<file path="src/pmst_ram.sv">
`default_nettype none
// ----------------------------------------------------------------------------
// pmst_ram: generic single-port-write, single-port-read RAM
// One write and one registered read per cycle; a read of the address being
// written returns the old contents.
// ----------------------------------------------------------------------------
module pmst_ram #(
    parameter int WIDTH = 8,
    parameter int DEPTH = 16,
    localparam int ADDR_W = (DEPTH > 1) ? $clog2(DEPTH) : 1
) (
    input  wire logic              clk,
    input  wire logic              we,
    input  wire logic [ADDR_W-1:0] waddr,
    input  wire logic [WIDTH-1:0]  wdata,
    input  wire logic              re,
    input  wire logic [ADDR_W-1:0] raddr,
    output logic      [WIDTH-1:0]  rdata
);

    logic [WIDTH-1:0] mem [DEPTH];
    logic [WIDTH-1:0] rdata_reg;

    always_ff @(posedge clk)
    begin
        if (we)
        begin
            mem[waddr] <= wdata;
        end
        if (re)
        begin
            rdata_reg <= mem[raddr];
        end
    end

    assign rdata = rdata_reg;

endmodule
`default_nettype wire

</file>
<file path="config.mk">
export PLATFORM = sky130hd
export DESIGN_NAME = pmst_ram
export DESIGN_NICKNAME = d
export VERILOG_FILES = /design/src/pmst_ram.sv
export SDC_FILE = /design/constraint.sdc
export NUM_CORES = 1
export LEC_CHECK = 0
export ABC_CLOCK_PERIOD_IN_PS = 1700
export BUFFER_PORTS_ARGS = -buffer_cell sky130_fd_sc_hd__clkbuf_2
export CORE_UTILIZATION = 57
export CTS_BUF_LIST = sky130_fd_sc_hd__clkbuf_2 sky130_fd_sc_hd__clkbuf_4 sky130_fd_sc_hd__clkbuf_8
export DETAILED_ROUTE_END_ITERATION = 8
export GPL_TIMING_DRIVEN = 0
export MAX_ROUTING_LAYER = met4
export PLACE_DENSITY = 0.78
export SLEW_MARGIN = 15
export SYNTH_ARGS = -nofsm -noshare
export SYNTH_HDL_FRONTEND = slang
export SYNTH_SLANG_ARGS = --single-unit
</file>
<file path="constraint.sdc">
create_clock -name clk -period 1.7 [get_ports clk]
set_input_delay 0.085 -clock clk [delete_from_list [all_inputs] [get_ports clk]]
set_output_delay 0.085 -clock clk [all_outputs]
set_load 0.03 [all_outputs]
</file>
# --- Word level (Yosys, flattened, before mapping) ---
# Memories as Yosys holds them, arrays and structs flattened. A register that Yosys moved wholly into a read port is not among the register bits.
# Index checks and enable logic that the tools add are counted.
word_totals:
  out_inout_bits: 8
  ramBits: 128
  inputBits: 19
  register_bits: 0
  wordCells: 3
  n_memories: 1
mem_list:
  columns: ["name", "depth", "width", "read_ports", "rd_clocked_by_memory_dff", "write_ports", "line", "source"]
  rows:
  - ["mem", 16, 8, 1, 1, 1, "21", "logic [WIDTH-1:0] mem [DEPTH];"]
classes:
  n_mux: 2
ops:
  columns: ["cell", "count"]
  rows:
  - ["$mux 1", 2]

# --- Depth between registers and ports, before layout ---
logic_depth:
  ltp_word: 2
  ltp_mapped: 5
  depth_no_buf: 3

# --- Worst setup path before layout ---
# Ideal clock, no wire load.
synth_path:
  kind: "input -> register"
  from: "input waddr[2]"
  to: "memory mem[0][0], enable pin"
  setup_time_ns: 0.383
  setup_slack_ns: 0.122
  arrival_time_ns: 1.195
  cell_stages: 2
  required_time_ns: 1.317
  n_path_buf: 0
  cell_sequence: "or3b_2 -> nor3_1"
synth_lines:
  columns: ["element", "line", "source"]
  rows:
  - ["start: declaration", "14", "input wire logic [ADDR_W-1:0] waddr,"]
  - ["end: declaration", "21", null]
# No word-level cell before the write port.

==> impl_metrics.csv <==
group,metric,value,unit
outcome,status,"finished, violations left",
outcome,violations,"design-rule violations",
power_and_ir_drop,max-vdd-ir-drop,647,uV
synth,ys.warnings.count,0,
critical_path,critPathKind,"reg -> reg",
sta,slew_viol_final,0,
clock_network,clock_tree.buffer_depth,2,
place,place_ws,-0.138,ns
sta,fmax,633,MHz
drt,wirelength,9320,um
power_and_ir_drop,p_leak,1.98,nW
critical_path,crit_path_cell_trace,"mux4_1 -> a22oi_1 -> nand2_1",
critical_path,crit_required,1.88,ns
drt,drc_errors,4,
synth,yosysSeqAreaShare,78.1,%
sta,worst_pin_slew,0.802,ns
clock_network,htree_levels,4,
power_and_ir_drop,power_density,1180,nW/um2
synth,synth_top_area_share,78.1,%
die,die_h,97.8,um
global_route,grt_start_max_net_pins,17,
synth,synthTopCellsByArea,"edfxtp_1 (78%), mux4_2 (7.8%), mux4_1 (7.0%)",
sta,relSlewSlack,46.2,%
clock_network,clock_sinks,136,
synth,synth_cells,229,
critical_path,crit_buf_inv,0,
place,io_buffers,25,
die,rows,34,
sta,finalHoldViolCount,0,
final_layout,layout_commonest_cell,"edfxtp_1",
die,die_area,9560,um2
critical_path,crit_family,"multiplexers",
place,place_inst,362,
synth,ys_types,18,
power_and_ir_drop,power,7.01,mW
critical_path,critical_path.max_fanout,1,
place,gp_congestion,0.699,
drt,vias_per_cell,6.22,
clock_network,cts_root_buf,"clkbuf_8",
clock_network,cts_tree,"yes",
sta,fin_skew,0.00877,ns
drt,drtAntennaViolNets,0,
sta,finalCriticalPeriod,1.58,ns
critical_path,cpMaxStageDelayCell,"mux4_1",
global_route,overflow,0,
place,hpwl,5970,um
sta,rsz0062_at_grt,"false",
clock_network,cts_made_buffers,17,
synth,yosys.area.top_type,"edfxtp_1",
sta,fin_crit_sh,92.9,%
min_path,hp-class,"in -> reg",
sta,fin_ws,0.121,ns
sta,setup_viol,0,
global_route,grt_usage,22.1,%
drt,wire_per_inst,23.6,um
final_layout,diodes,0,
die,core_area,8810,um2
drt,dr.pass1.iters,7,
global_route,antenna_found_initial,0,
synth,avgSynthCellArea,22.8,um2
final_layout,post_layout_nonfiller_instances,395,
clock_network,clock_latency,0.44,ns
clock_network,clk_pin_slew,0.08,ns
synth,syn_area,5230,um2
die,dieWidth,97.8,um
final_layout,largest_reg_flops,128,
drt,vias,2458,
critical_path,slowest_delay,0.54,ns
die,start_util,59.4,%
synth,ys_ff_latch,136,
clock_network,ctsResizeCount,0,
synth,synth_fp_nets,248,
final_layout,final_cell_mix,"edfxtp_1 (136), clkbuf_2 (25), mux4_2 (18)",
critical_path,arrival,1.76,ns
global_route,grt_pass1_vias,2452,
final_layout,nets,293,
critical_path,end_kind,"flop",
die,ios,27,
final_layout,utilization,67.6,%
final_layout,layout-drive-gt1-share,31.0,%
global_route,grt_pass1_wl,14000,um
sta,holdWs,0.112,ns
critical_path,start_kind,"flop",
final_layout,area_growth,13.9,%
job,drv_cap,0,
drt,drtIter0Drc,344,
-- cell families (layout without fill, tap and decap cells) --
kind of cell	Yosys count	count (layout)	synth area share, %
AOI/OAI and AO/OA	16	16	2.30
buffers and inverters	10	68	1.65
DFF	136	136	78.1
muxes	32	32	14.8
and+or+nand+nor	35	35	3.14
-- final timing paths --
path	from	to	slack [ns]	cells after the start
hold / removal	wdata[6]	mem[5][6]	0.11	1
setup / recovery	mem[6][0]	rdata[0]	0.12	3
hold reg to reg	mem[8][3]	rdata[3]	0.78	3
setup reg to reg	mem[6][0]	rdata[0]	0.12	3
-- per-layer routing --
metal  GRT usage (%)  wire [um]  part of all wire, %  vias up
li1                -          -                    -     1076
met1            29.9       4000                   43     1270
met2            33.1       4760                   51       98
met3            4.72        423                  4.5       14
met4            9.44        137                  1.5        0
met5               -          0                    0        -
-- layout make-up --
type	instances	area, um2
clock buffer	17	234
sequential	136	4080
tap	108	135
fill	517	2850
buffer	10	86.3
clock inverter	15	201
timing repair buffer	26	135
multi-input combinational	83	1080
-- through the flow --
step                      instance area [um2]  setup TNS [ns]
after floorplan                          5230               0
after global placement                   5490           -5.41
after detailed placement                 5500           -3.43
after CTS                                5940               0
after global routing                     5950               0
final                                    5950               0
-- Yosys cell counts --
library cell and number:
edfxtp_1 136, mux4_2 18, a22oi_1 16, mux4_1 14, nor2_1 13, nand2_1 9
nor3_1 4, buf_2 3, buf_6 3, clkdlybuf4s25_2 3, nand2b_1 2, nand3b_1 2
and2_1 1, and2b_1 1, buf_4 1, nand3_1 1, nor2b_1 1, or3b_2 1
-- worst register-to-register path: stages (launching register included) --
cell and delay, ns:
edfxtp_1 0.37, mux4_1 0.54, a22oi_1 0.28, nand2_1 0.13
-- power breakdown --
group	switching, mW	internal, mW	leakage, nW
clock	1.23	1.60	0.214
sequential	0.0170	3.77	1.24
combinational	0.236	0.147	0.531
-- timing repair --
action                    CTS  global route
buffers inserted            0             0
hold buffers                1             0
hold endpoints to repair    4             0
Power figures use the tool's default switching activity.
