File: config.mk
export PLATFORM = sky130hd
export DESIGN_NAME = pmst_index_wrap
export DESIGN_NICKNAME = d
export VERILOG_FILES = /design/src/pmst_pkg.sv /design/src/pmst_index_wrap.sv
export SDC_FILE = /design/constraint.sdc
export NUM_CORES = 1
export LEC_CHECK = 0
export BUFFER_PORTS_ARGS = -buffer_cell sky130_fd_sc_hd__buf_2
export CAP_MARGIN = 20
export CORE_ASPECT_RATIO = 1.4
export CORE_UTILIZATION = 35
export CTS_CLUSTER_SIZE = 10
export DETAILED_ROUTE_END_ITERATION = 10
export GPL_ROUTABILITY_DRIVEN = 0
export GPL_TIMING_DRIVEN = 0
export PLACE_DENSITY_LB_ADDON = 0.05
export SLEW_MARGIN = 20
export SYNTH_ARGS = -nofsm -noshare
export SYNTH_HDL_FRONTEND = slang
export SYNTH_SLANG_ARGS = --single-unit
File: constraint.sdc
create_clock -name clk -period 1.77 [get_ports clk]
set_input_delay 0.177 -clock clk [delete_from_list [all_inputs] [get_ports clk]]
set_output_delay 0.177 -clock clk [all_outputs]
set_load 0.005 [all_outputs]
File: src/pmst_pkg.sv
`default_nettype none
// ----------------------------------------------------------------------------
// pmst_pkg: shared types and constants of the pixel marker stability tracker
// Record layout of one pixel's history, beat types and register codes.
// ----------------------------------------------------------------------------
package pmst_pkg;

    localparam int PIXEL_COUNT_DEF = 65536;

    localparam int IDX_IN_W = 16;
    localparam int CHAN_W   = 8;
    localparam int COLOR_W  = 3 * CHAN_W;
    localparam int CLS_W    = 3;
    localparam int CRC_W    = 32;
    localparam int DRIFT_W  = 10;
    localparam int TOTAL_W  = 32;
    localparam int CFG_W    = 10;

    localparam logic [CRC_W-1:0] CRC_POLY = 32'hEDB8_8320;
    localparam logic [CRC_W-1:0] CRC_INIT = 32'h0101_0101;

    localparam logic [CHAN_W-1:0]  RST_THRESHOLD = 8'd128;
    localparam logic [CHAN_W-1:0]  RST_DARK      = 8'd5;
    localparam logic [CHAN_W-1:0]  RST_BRIGHT    = 8'd250;
    localparam logic [DRIFT_W-1:0] RST_DRIFT     = 10'd32;

    localparam logic [CLS_W-1:0] CLS_BLACK = 3'd0;
    localparam logic [CLS_W-1:0] CLS_WHITE = 3'd7;

    typedef enum logic [1:0] {
        CFG_COLOR_THRESHOLD,
        CFG_DARK_MARGIN,
        CFG_BRIGHT_MARGIN,
        CFG_DRIFT_LIMIT
    } cfg_reg_t;

    // One pixel beat: raster index and color (red in the top byte).
    typedef struct packed {
        logic [IDX_IN_W-1:0] idx;
        logic [COLOR_W-1:0]  color;
    } beat_t;

    // Per-pixel facts that do not depend on stored history.
    typedef struct packed {
        logic [CLS_W-1:0] cls;
        logic             unsat;
    } px_info_t;

    // Full history of one pixel, one memory word.
    typedef struct packed {
        logic               good;
        logic               mono;
        logic [COLOR_W-1:0] ch_min;
        logic [COLOR_W-1:0] ch_max;
        logic [CRC_W-1:0]   crc;
        logic [CLS_W-1:0]   anchor_cls;
        logic [COLOR_W-1:0] anchor_color;
        logic [COLOR_W-1:0] prev_color;
        logic [TOTAL_W-1:0] total;
    } pix_rec_t;

    localparam int REC_W = $bits(pix_rec_t);

    localparam pix_rec_t REC_RESET = '{
        good:         1'b1,
        mono:         1'b1,
        ch_min:       24'hFF_FFFF,
        ch_max:       24'h00_0000,
        crc:          CRC_INIT,
        anchor_cls:   CLS_BLACK,
        anchor_color: 24'h00_0000,
        prev_color:   24'h00_0000,
        total:        32'h0000_0000
    };

endpackage
`default_nettype wire

File: src/pmst_index_wrap.sv
`default_nettype none
// ----------------------------------------------------------------------------
// pmst_index_wrap: two-stage front end that folds the raster index
// Reduce the index modulo the store depth by reciprocal multiplication,
// quotient in the first stage, remainder in the second.
// ----------------------------------------------------------------------------
module pmst_index_wrap #(
    parameter int PIXEL_COUNT = pmst_pkg::PIXEL_COUNT_DEF
) (
    input  wire logic            clk,
    input  wire logic            rst_n,
    input  wire logic            adv,
    input  wire logic            accept,
    input  wire pmst_pkg::beat_t raw,
    output logic                 out_valid,
    output pmst_pkg::beat_t      out_beat
);

    logic            pa_valid_reg;
    logic            pb_valid_reg;
    pmst_pkg::beat_t pa_beat_reg;
    pmst_pkg::beat_t pb_beat_reg;

    always_ff @(posedge clk or negedge rst_n)
    begin
        if (!rst_n)
        begin
            pa_valid_reg <= 1'b0;
            pb_valid_reg <= 1'b0;
        end
        else if (adv)
        begin
            pa_valid_reg <= accept;
            pb_valid_reg <= pa_valid_reg;
        end
    end

    always_ff @(posedge clk)
    begin
        if (adv)
        begin
            pa_beat_reg <= raw;
            pb_beat_reg <= pa_beat_reg;
        end
    end

    generate
        if (PIXEL_COUNT >= (1 << pmst_pkg::IDX_IN_W))
        begin : g_pass
            // every index already lies inside the store
            assign out_beat = pb_beat_reg;
        end
        else
        begin : g_wrap
            localparam logic [63:0] RECIP_L =
                ((64'd1 << 32) + 64'(PIXEL_COUNT) - 64'd1) / 64'(PIXEL_COUNT);
            localparam logic [32:0] RECIP = RECIP_L[32:0];
            localparam logic [16:0] COUNT = 17'(PIXEL_COUNT);

            logic [48:0] prod;
            logic [15:0] quot_reg;
            logic [32:0] back;
            logic [16:0] rem;

            // ceil(2^32/N) is exact for 16-bit indexes
            assign prod = 49'(pa_beat_reg.idx) * 49'(RECIP);

            always_ff @(posedge clk)
            begin
                if (adv)
                begin
                    quot_reg <= prod[47:32];
                end
            end

            assign back = 33'(quot_reg) * 33'(COUNT);
            assign rem  = {1'b0, pb_beat_reg.idx} - back[16:0];

            always_comb
            begin
                out_beat     = pb_beat_reg;
                out_beat.idx = rem[15:0];
            end
        end
    endgenerate

    assign out_valid = pb_valid_reg;

endmodule
`default_nettype wire

; ---- Word level (Yosys, flattened, before mapping)
; Index checks and enable logic that the tools add are counted.
[totals]
ff_bits = 82
latchBits = 0
ramBits = 0
rom_bits = 0
input_bits = 44
out_inout_bits = 41
wordCells = 6
mem_count = 0
[classes]
addsub = 0
multipliers = 0
div = 0
n_lt_le_gt_ge = 0
eq_ne = 0
shift = 0
muxes = 0
bitwise_logic = 0
n_reduce_logical = 0

; ---- Logic depth before layout (Yosys ltp)
[logic_depth]
ltp_word = 0
ltp_mapped = 1
ltp_nobuf = 1

; ---- Worst setup path before layout
; Ideal clock, no wire load.
[synth_path]
kind = reg2reg
startpoint = reg, netlist name out_valid
endpoint = reg pb_valid_reg (netlist: out_valid)
setup_ns = 0.125
t_arrival_ns = 0.612
t_required_ns = 1.645
slack_ns = 1.033
path_stages_with_launch = 2
path_buffers = 0
period_less_slack_ns = 0.737
path_cell_list = dfrtp_1 > mux2_2
[synth_rtl]
columns = item, line
row1 = to (signal assigned), pmst_index_wrap.sv:34  ; pb_valid_reg <= pa_valid_reg;
row2 = to (decl), pmst_index_wrap.sv:20  ; logic pb_valid_reg;

; ---- Worst setup path after layout
[layout_path]
startpoint = reg pb_beat_reg, in the netlist out_beat[22]
endpoint = out out_beat[22] (netlist bit)
[layout_rtl]
columns = item, line
row1 = from (decl), pmst_index_wrap.sv:22  ; pmst_pkg::beat_t pb_beat_reg;
row2 = from (signal assigned), pmst_index_wrap.sv:43  ; pb_beat_reg <= pa_beat_reg;
row3 = to (decl), pmst_index_wrap.sv:16  ; output pmst_pkg::beat_t out_beat
; No word-level cell between the ends.

==> metrics.log <==
INFO  metric regArea = 0.002452 sq mm
INFO  metric synth.lib_cells_used.distinct = 3
INFO  metric cts_buffers = 9
INFO  metric cts_buffer_depth = 2
INFO  metric hpwlAfterDp = 2.307 mm
INFO  metric status = completed
INFO  metric drive_gt1_share = a little under half
INFO  metric worst_clock_skew = 0.008185 ns
INFO  metric path_delay_family = flip-flops
INFO  metric timing.final.crit_period = 1.037 ns
INFO  metric firstDrtPassIters = 2
INFO  metric clockRootBuffer = clkbuf_8
INFO  metric worstPathCellList = buf_2
INFO  metric die_area = 0.007416 sq mm
INFO  metric multiInputGateArea = approximately 23 sq um
INFO  metric htree_num_levels = 3
INFO  metric worst-r2r-cell-count = 1
INFO  metric initial_drt_markers = 30
INFO  metric synth.area.mux_share = 0.9100%
INFO  metric layout_commonest_cell = buf_2
INFO  metric ys.warnings.count = 0
INFO  metric clock_insertion_delay_worst_skew = 0.34 ns
INFO  metric synth_top_area_cell = edfxtp_1
INFO  metric ys_top_cells_by_area = edfxtp_1, dfrtp_1, mux2_2
INFO  metric yosys.area_share.simple = 0%
INFO  metric critical-path-max-stage-delay = around 0.38 ns
INFO  metric crit_type = register to output pin
INFO  metric fin_ws = 0.7331 ns
INFO  metric vdd.ir_drop.worst = about 0.63 mV
INFO  metric finalSetupViolCount = 0
INFO  metric synth_compound_area_share = 0%
INFO  metric finalCritPeriodShare = 58.58%
INFO  metric design.portCount = 85
INFO  metric synth_fp_nets = 128
INFO  metric filler_cell_count = between 500 and 600
INFO  metric rows = 35
INFO  metric port-buffer-count = 84
INFO  metric mean_instance_size_in_the_synthesized_netlist = between 20 and 30 sq um
INFO  metric cp_startpoint_kind = register
INFO  metric antenna_cells = 0
INFO  metric drt.antenna.violating_nets = 0
INFO  metric cts_tree = done
INFO  metric clk_pin_slew = around 0.080 ns
INFO  metric synth_cells = between 80 and 90
INFO  metric grt_pass1_vias = 1291
INFO  metric detail_route.wl_per_cell = roughly 13 microns
INFO  metric drc_errors = 0
INFO  metric grt_antenna_before_repair = 0
INFO  metric cp.depth = 1
INFO  metric max-slew-margin-rel = 79.00%
INFO  metric postSynthRegisterBits = 82
INFO  metric grt_setup_unrepaired = false
INFO  metric power_density = approximately 1100 mW/mm^2
INFO  metric clock_sinks = 82
INFO  metric core_region_area = 0.006700 sq mm
INFO  metric post_cts_buffers = 0
INFO  metric timing.critical_path.arrival = 0.86 ns
INFO  metric grt.overflow.total = 0
INFO  metric yosysSeqAreaShare = 99.09%
INFO  metric worst_slack_at_placement = 0.6149 ns
INFO  metric via_count = 1288
INFO  metric cellLeakagePower = 1.442 nW
INFO  metric fmax = about 960 MHz
INFO  metric drv_slew = 0
INFO  metric critical_path_buf_inv_count = 1
INFO  metric initial_cell_density_of_the_core = roughly 37%
INFO  metric hold_path.class = input pin to register
INFO  metric timing.critical_path.to_type = output pin
INFO  metric synth_top_family_by_area = multiplexers
INFO  metric die_width = ~73 microns
INFO  metric grt_max_degree = between 60 and 70
INFO  metric hold_viol_final = 0
INFO  metric worstMarginPinSlew = 0.3150 ns
INFO  metric postLayoutCoreUtil = 54.98%
INFO  metric post_synth_fa_ha_maj_area_fraction = 0%
INFO  metric slowest_stage = edfxtp_1
INFO  metric drv_cap = 0
INFO  metric cp.required = 1.59 ns
INFO  metric detail_route.vias_per_cell = 4.063
INFO  metric fin_nets = 264
INFO  metric grt_use_total = 11.88%
INFO  metric synth_top_area_share = 97.07%
INFO  metric hold_depth = 1
INFO  metric chipHeight = 101.5 microns
INFO  metric area_growth_syn_to_layout = 48.84%
INFO  metric synth-xor-area-share = 0%
INFO  metric synthesized_area = 0.002475 sq mm
INFO  metric critical_path.max_fanout = 1
INFO  metric finalWirelength = 4.105 mm
INFO  metric grt_first_pass_wirelength = ~6 mm
INFO  metric most-common-layout-cells = buf_2, edfxtp_1, dlygate4sd3_1
cell usage after synthesis, drive strengths merged:
master  instances
edfxtp         80
dfrtp           2
mux2            2
power breakdown:
part	switching, W	leakage (nW)	internal [W]
registers	0.0000346	0.806	0.00230
clock network	0.000645	0.117	0.000942
logic	0.0000936	0.519	0.000142
metrics by stage:
stage                     cells  hold slack, ns  setup TNS (ns)  power, W  area [sq um]
after CTS                   316       0.0003850               0  0.004210          3674
after floorplan              84         -0.1186               0  0.002384          2475
final                       317         0.01794               0  0.004152          3684
after global routing        317        0.001999               0  0.004307          3684
after detailed placement    261        -0.03426               0  0.002545          3040
after global placement      260        -0.03921          -4.492  0.002526          3010
per-layer routing:
layer / part of all wire, % / track usage [%] / routed length, microns
met1: 36 / 11.55 / 1494
met2: 54 / 19.94 / 2219
met3: 7.1 / 5.274 / 293
met4: 2.4 / 8.145 / 97
met5: 0 / 0 / 0
what timing repair did:
item / CTS / global route
hold buffers: 39 / 1
gates resized for setup: 0 / 0
hold endpoints to repair: 40 / 1
cell type report:
| type | count | share of cell area, % |
|---|---|---|
| Tap cell | 92 | 3.125 |
| Sequential cell | 82 | 66.58 |
| Clock buffer | 10 | 3.465 |
| Timing Repair Buffer | 125 | 23.10 |
| Clock inverter | 6 | 3.125 |
| Multi-Input combinational cell | 2 | 0.6114 |
worst paths after layout:
check	slack, ns	endpoint	from
max in group asynchronous	1.54	pa_valid_reg	rst_n
hold reg to reg	0.42	out_beat[30]	pa_beat_reg[30]
setup / recovery	0.73	out_beat[22]	out_beat[22]
hold / removal	0.02	pa_beat_reg[35]	raw[35]
min in group asynchronous	0.14	out_valid	rst_n
setup reg to reg	1.03	out_valid	pa_valid_reg
cells by family (layout without fill, tap and decap cells):
logic type  Yosys count  count (layout)
flops                82              82
mux                   2               2
buf+inv               0             141
(Power assumes the default switching activity.)
