### src/pmst_pkg.sv
`default_nettype none
// ----------------------------------------------------------------------------
// pmst_pkg: shared types and constants of the pixel marker stability tracker
// Record layout of one pixel's history, beat types and register codes.
// ----------------------------------------------------------------------------
package pmst_pkg;

    localparam int PIXEL_COUNT_DEF = 65536;

    localparam int IDX_IN_W = 16;
    localparam int CHAN_W   = 8;
    localparam int COLOR_W  = 3 * CHAN_W;
    localparam int CLS_W    = 3;
    localparam int CRC_W    = 32;
    localparam int DRIFT_W  = 10;
    localparam int TOTAL_W  = 32;
    localparam int CFG_W    = 10;

    localparam logic [CRC_W-1:0] CRC_POLY = 32'hEDB8_8320;
    localparam logic [CRC_W-1:0] CRC_INIT = 32'h0101_0101;

    localparam logic [CHAN_W-1:0]  RST_THRESHOLD = 8'd128;
    localparam logic [CHAN_W-1:0]  RST_DARK      = 8'd5;
    localparam logic [CHAN_W-1:0]  RST_BRIGHT    = 8'd250;
    localparam logic [DRIFT_W-1:0] RST_DRIFT     = 10'd32;

    localparam logic [CLS_W-1:0] CLS_BLACK = 3'd0;
    localparam logic [CLS_W-1:0] CLS_WHITE = 3'd7;

    typedef enum logic [1:0] {
        CFG_COLOR_THRESHOLD,
        CFG_DARK_MARGIN,
        CFG_BRIGHT_MARGIN,
        CFG_DRIFT_LIMIT
    } cfg_reg_t;

    // One pixel beat: raster index and color (red in the top byte).
    typedef struct packed {
        logic [IDX_IN_W-1:0] idx;
        logic [COLOR_W-1:0]  color;
    } beat_t;

    // Per-pixel facts that do not depend on stored history.
    typedef struct packed {
        logic [CLS_W-1:0] cls;
        logic             unsat;
    } px_info_t;

    // Full history of one pixel, one memory word.
    typedef struct packed {
        logic               good;
        logic               mono;
        logic [COLOR_W-1:0] ch_min;
        logic [COLOR_W-1:0] ch_max;
        logic [CRC_W-1:0]   crc;
        logic [CLS_W-1:0]   anchor_cls;
        logic [COLOR_W-1:0] anchor_color;
        logic [COLOR_W-1:0] prev_color;
        logic [TOTAL_W-1:0] total;
    } pix_rec_t;

    localparam int REC_W = $bits(pix_rec_t);

    localparam pix_rec_t REC_RESET = '{
        good:         1'b1,
        mono:         1'b1,
        ch_min:       24'hFF_FFFF,
        ch_max:       24'h00_0000,
        crc:          CRC_INIT,
        anchor_cls:   CLS_BLACK,
        anchor_color: 24'h00_0000,
        prev_color:   24'h00_0000,
        total:        32'h0000_0000
    };

endpackage
`default_nettype wire

### src/pmst_rec_update.sv
`default_nettype none
// ----------------------------------------------------------------------------
// pmst_rec_update: history update of one pixel
// Fold one pixel into its stored record: min/max, class CRC, black/white
// flag, drift test, and the frame-to-frame change total.
// ----------------------------------------------------------------------------
module pmst_rec_update (
    input  wire pmst_pkg::pix_rec_t       old_rec,
    input  wire logic [pmst_pkg::COLOR_W-1:0] color,
    input  wire pmst_pkg::px_info_t       info,
    input  wire logic [pmst_pkg::DRIFT_W-1:0] drift_limit,
    output pmst_pkg::pix_rec_t            new_rec
);

    function automatic logic [pmst_pkg::CRC_W-1:0] crc_byte(
        input logic [pmst_pkg::CRC_W-1:0] crc,
        input logic [pmst_pkg::CLS_W-1:0] cls
    );
        logic [pmst_pkg::CRC_W-1:0] c;
        c = ~crc ^ pmst_pkg::CRC_W'(cls);
        for (int k = 0; k < 8; k++)
        begin
            c = c[0] ? ((c >> 1) ^ pmst_pkg::CRC_POLY) : (c >> 1);
        end
        return ~c;
    endfunction

    function automatic logic [pmst_pkg::CHAN_W-1:0] absdiff(
        input logic [pmst_pkg::CHAN_W-1:0] a,
        input logic [pmst_pkg::CHAN_W-1:0] b
    );
        return (a > b) ? (a - b) : (b - a);
    endfunction

    localparam int CW = pmst_pkg::CHAN_W;

    always_comb
    begin
        logic [pmst_pkg::DRIFT_W-1:0] drift;
        logic [pmst_pkg::DRIFT_W-1:0] change;
        logic [CW-1:0]                px;

        new_rec = old_rec;
        drift   = '0;
        change  = '0;

        for (int l = 0; l < 3; l++)
        begin
            px     = color[CW*l +: CW];
            drift  = drift + pmst_pkg::DRIFT_W'(absdiff(px, old_rec.anchor_color[CW*l +: CW]));
            change = change + pmst_pkg::DRIFT_W'(absdiff(px, old_rec.prev_color[CW*l +: CW]));
            if (old_rec.good && (px < old_rec.ch_min[CW*l +: CW]))
            begin
                new_rec.ch_min[CW*l +: CW] = px;
            end
            if (old_rec.good && (px > old_rec.ch_max[CW*l +: CW]))
            begin
                new_rec.ch_max[CW*l +: CW] = px;
            end
        end

        if (old_rec.good)
        begin
            new_rec.crc = crc_byte(old_rec.crc, info.cls);
            if ((info.cls != pmst_pkg::CLS_BLACK) && (info.cls != pmst_pkg::CLS_WHITE))
            begin
                new_rec.mono = 1'b0;
            end
            if (info.unsat)
            begin
                new_rec.good = 1'b0;
            end
            // re-anchor on a class change, otherwise test the drift
            if (old_rec.anchor_cls != info.cls)
            begin
                new_rec.anchor_cls   = info.cls;
                new_rec.anchor_color = color;
            end
            else if (drift > drift_limit)
            begin
                new_rec.good = 1'b0;
            end
        end

        new_rec.prev_color = color;
        new_rec.total      = old_rec.total + pmst_pkg::TOTAL_W'(change);
    end

endmodule
`default_nettype wire

### config.mk
export PLATFORM = sky130hd
export DESIGN_NAME = pmst_rec_update
export DESIGN_NICKNAME = d
export VERILOG_FILES = /design/src/pmst_pkg.sv /design/src/pmst_rec_update.sv
export SDC_FILE = /design/constraint.sdc
export NUM_CORES = 1
export LEC_CHECK = 0
export BUFFER_PORTS_ARGS = -buffer_cell sky130_fd_sc_hd__buf_2
export CAP_MARGIN = 20
export CORE_AREA = 4 4 140 142
export DETAILED_ROUTE_END_ITERATION = 16
export DIE_AREA = 0 0 144 146
export GPL_ROUTABILITY_DRIVEN = 1
export PLACE_DENSITY = 0.8
export SETUP_SLACK_MARGIN = 0.15
export SKIP_LAST_GASP = 1
export SYNTH_ARGS = -nofsm -noshare
export SYNTH_HDL_FRONTEND = slang
export SYNTH_SLANG_ARGS = --single-unit
### constraint.sdc
create_clock -name vclk -period 15.7
set_input_delay 3.14 -clock vclk [all_inputs]
set_output_delay 3.14 -clock vclk [all_outputs]
set_load 0.02 [all_outputs]
After elaboration in Yosys (flattened, before gate mapping)
Index checks and enable logic that the tools add are counted.
Operators by class
  add/subtract/negate cells: 17
  multipliers: 0
  divide/modulo/power cells: 0
  $lt $le $gt $ge: 13
  equal/unequal tests: 2
  shift-type cells: 0
  multiplexer cells: 27
  bitwise gates (word level): 11
  reductions and logical operators: 8
Operators by type and width (number)
  32-bit two-way mux: 8
  13-bit NOT with 14-bit output: 8
  8-bit two-way mux: 12
  8-bit subtractor: 12
  8-bit > comparator: 9
  32-bit NOT: 2
  59-bit two-way mux: 1
  32-bit by 10-bit adder with 32-bit output: 1
  32-bit by 3-bit bitwise XOR with 32-bit output: 1
  27-bit two-way mux: 1
  8-bit < comparator: 3
  9-bit by 8-bit adder with 10-bit output: 2
  8-bit by 8-bit adder with 9-bit output: 2
  10-bit > comparator: 1
  1-bit logical AND: 7
  1-bit two-way mux: 4
  3-bit inequality test: 1
  3-bit inequality test, second input constant: 1
  3-bit nonzero test: 1
  2-bit two-way mux: 1
Word-level totals
  bits in registers: 0
  latch bits: 0
  memory bits (writable): 0
  memory bits (read-only): 0
  output and inout port bits: 165
  memories: 0

Longest topological paths before layout
  depth after elaboration: 20
  gate-level depth with buffers: 27
  depth with buffers taken out: 27

Worst setup path after synthesis
Ideal clock, no wire load.
  path type: input -> output
  start: input color[0] in the netlist's numbering
  end: output new_rec[29] in the netlist's numbering
  arrival time: 8.003 ns
  data required time: 12.560 ns
  path slack: 4.557 ns
  stages on the path: 25
  cells stage by stage: inv_1 ha_1 inv_1 fa_1 a21o_1 a21oi_1 o211ai_2 nand2_2 mux2_2 fa_1 inv_1 fa_1 inv_1 ha_1 inv_1 fa_1 nor2b_1 o21a_1 o21ai_0 nand2b_1 a31oi_1 o21ai_0 clkbuf_1 nand4_1 xnor2_1
RTL lines
  from (decl): RTL line pmst_rec_update.sv:9  | input wire logic [pmst_pkg::COLOR_W-1:0] color,
  to (decl): RTL line pmst_rec_update.sv:12  | output pmst_pkg::pix_rec_t new_rec

==> key figures <==
Timing
  – Unrepaired setup endpoints after global routing: false
  – Final setup fails: 0
  – TNS Setup: 0 ps
  – Period utilization: 76.15%
  – Tmin final: 11960 ps
  – Final hold violations: 0
  – Hold Worst Slack: 6574 ps
  – Fmax achieved: 83.65 MHz
  – Final Max Tran Viols: 0
  – Max-slew headroom: 51.54%
  – Worst slew pin tran: 726.9 ps

Global route
  – Vias in the first global route: 9165
  – Remaining Overflow, GRT: 0
  – First-pass GRT wire length: 44060 um
  – Tot GR Track Use: 25.19%
  – Initial antenna violation count: 4
  – Largest net degree at the start of global routing: 59

Floorplanning
  – I/O Pins: 368
  – Die width: 144 um
  – Initial Util: 47.56%
  – Std-Cell Rows: 50
  – DIE AREA: 21020 um^2
  – Core area: 18460 um^2
  – Die H: 146 um

CTS
  – Post-CTS Resized: 0
  – Post-cts hold buffer count: 0
  – Post-CTS Setup Inserts: 0

Worst setup path
  – CP Class: input port to output pin
  – CP max FO: 12
  – Arr. time, crit path: 8820 ps
  – CP Capture Type: output pin
  – Crit start category: input port
  – CP Data Required Time: 12560 ps

Synth
  – Most frequent cells after synthesis: inv_1 (201), ha_1 (163), xnor2_1 (97)
  – Area fraction of the dominant cell type after synthesis: 23.24%
  – Count leader, synth: inv_1
  – Synth area leader: ha_1
  – Seq/Total Area, Yosys: 0%
  – Syn Nets: 1555
  – Syn Area/Cell: 7.619 um^2
  – Distinct cells, synth: 68
  – Yosys warnings: 0
  – Gate Count Post-Synth: 1152
  – Post-synthesis cell area: 8777 um^2
  – Synth area leaders: ha_1 (23%), xnor2_1 (9.7%), inv_1 (8.6%)

Cells and area
  – Sequential Area: 0 um^2
  – Final non-filler cell area: 10610 um^2
  – Synth-to-Final Area Change: 20.91%
  – # nets final: 1872
  – Fraction of layout cells with a size suffix above 1: 30.33%
  – Flip-flop and latch count: 0
  – Clock buf count: 0
  – Cell Count, Final, Fillers Out: 1704

Drt
  – Vias per inst: 5.349
  – Final WL: 28180 um
  – Wire per inst: 16.54 um
  – Wire length on met2: 14620 um
  – Metal3 WL: 1747 um
  – Met1 wire length: 10850 um
  – Pre-Repair DR Iteration Count: 5
  – Vias: 9115
  – DR DRC count: 0
  – Initial DRC count: 342
  – Routed Antenna Nets: 0
  – Top layer in use: met5

Hold path
  – Hold Crit Class: input port to output pin

Power
  – Leakage power: 0.005959 uW
  – Power per Cell Area: 102.4 nW/um^2
  – Peak supply drop: 0.00007555 V

Placement
  – Placed inst area: 10610 um^2
  – PortBufs: 368
  – Placed Cells: 1701
  – Post-DP HPWL: 24640 um
  – Placer Congestion: 0.9221

Status
  – Outcome: finished, final reports clean

Run
  – Max cap viols: 0
==> power breakdown <==
part | total [uW] | internal, uW | switching, uW | leakage [uW]
Combinational | 1090 | 442 | 645 | 0.00596
Sequential | 0 | 0 | 0 | 0
Clock | 0.0000257 | 0.0000257 | 0 | 0.0000000190
Total | 1090 | 442 | 645 | 0.00596
==> routing by layer <==
metal	vias up	track usage, %
li1	4500	-
met1	4213	27.58
met2	331	48.51
met3	69	3.746
met4	2	8.051
met5	-	0
==> path summary, 6_finish.rpt <==
check | end | cells past startpoint | from
worst max-delay path | new_rec[23] | 25 | color[8]
worst min-delay path | new_rec[31] | 3 | old_rec[31]
==> area by class of cell <==
cell class | instances | area (um^2)
Tap cell | 234 | 292.8
Fill cell | 1722 | 7843
Antenna cell | 3 | 7.507
Multi-Input combinational cell | 894 | 7689
Inverter | 201 | 754.5
Timing Repair Buffer | 372 | 1869
==> worst max-delay path, cell delays in order <==
cell and delay (ps):
buf_2 150, inv_1 160, ha_1 220, inv_1 60, fa_1 390, nand3_1 130
a21boi_2 80, o21ai_2 570, mux2_4 360, a32o_1 290, o21ai_0 160, nand2_1 80
xnor2_1 340, fa_1 480, inv_1 90, fa_1 390, ha_1 340, o21ai_0 100
nand2b_1 110, a31oi_1 110, o21ai_0 300, buf_2 280, nand4_1 140, xnor2_1 150
buf_2 180
==> per-stage QoR <==
step                utilization [%]  total power [uW]  setup slack (ps)
floorplan                         -             784.2              4557
global placement              57.44              1057              3484
detailed placement            57.46              1087              3822
CTS                           57.46              1093              3811
global route                  57.51              1203              3301
finish                        57.51              1087              3745
==> kinds of logic after synthesis <==
kind of cell	synth area share, %
muxes	12.22
buffers and inverters	12.40
adders and majority gates	31.68
xor gates and xnor gates	13.90
AOI/OAI and AO/OA	17.80
and+or+nand+nor	12.00
==> layout by cell type, fill, tap and decap left out, types with 3 or more instances in the layout <==
cell and instances:
mux2i_1 49, a221oi_1 5, nor2_1 24, o211a_1 4, xnor2_2 3, a211oi_1 8, xnor2_1 97, inv_1 201
a21oi_2 3, nand2_1 75, o21bai_1 10, nor3b_1 4, and3_1 9, buf_2 369, o211ai_1 3, o21ai_0 71
a31oi_1 11, ha_1 163, or2_2 4, fa_1 37, mux2_2 48, a21oi_1 75, nor3_1 5, a21o_1 27
o22ai_1 4, nand3_1 23, diode_2 3, xor2_1 33, nand2b_1 12, nand4_1 24, buf_4 3, nor2b_1 21
Power figures use the tool's default switching activity.
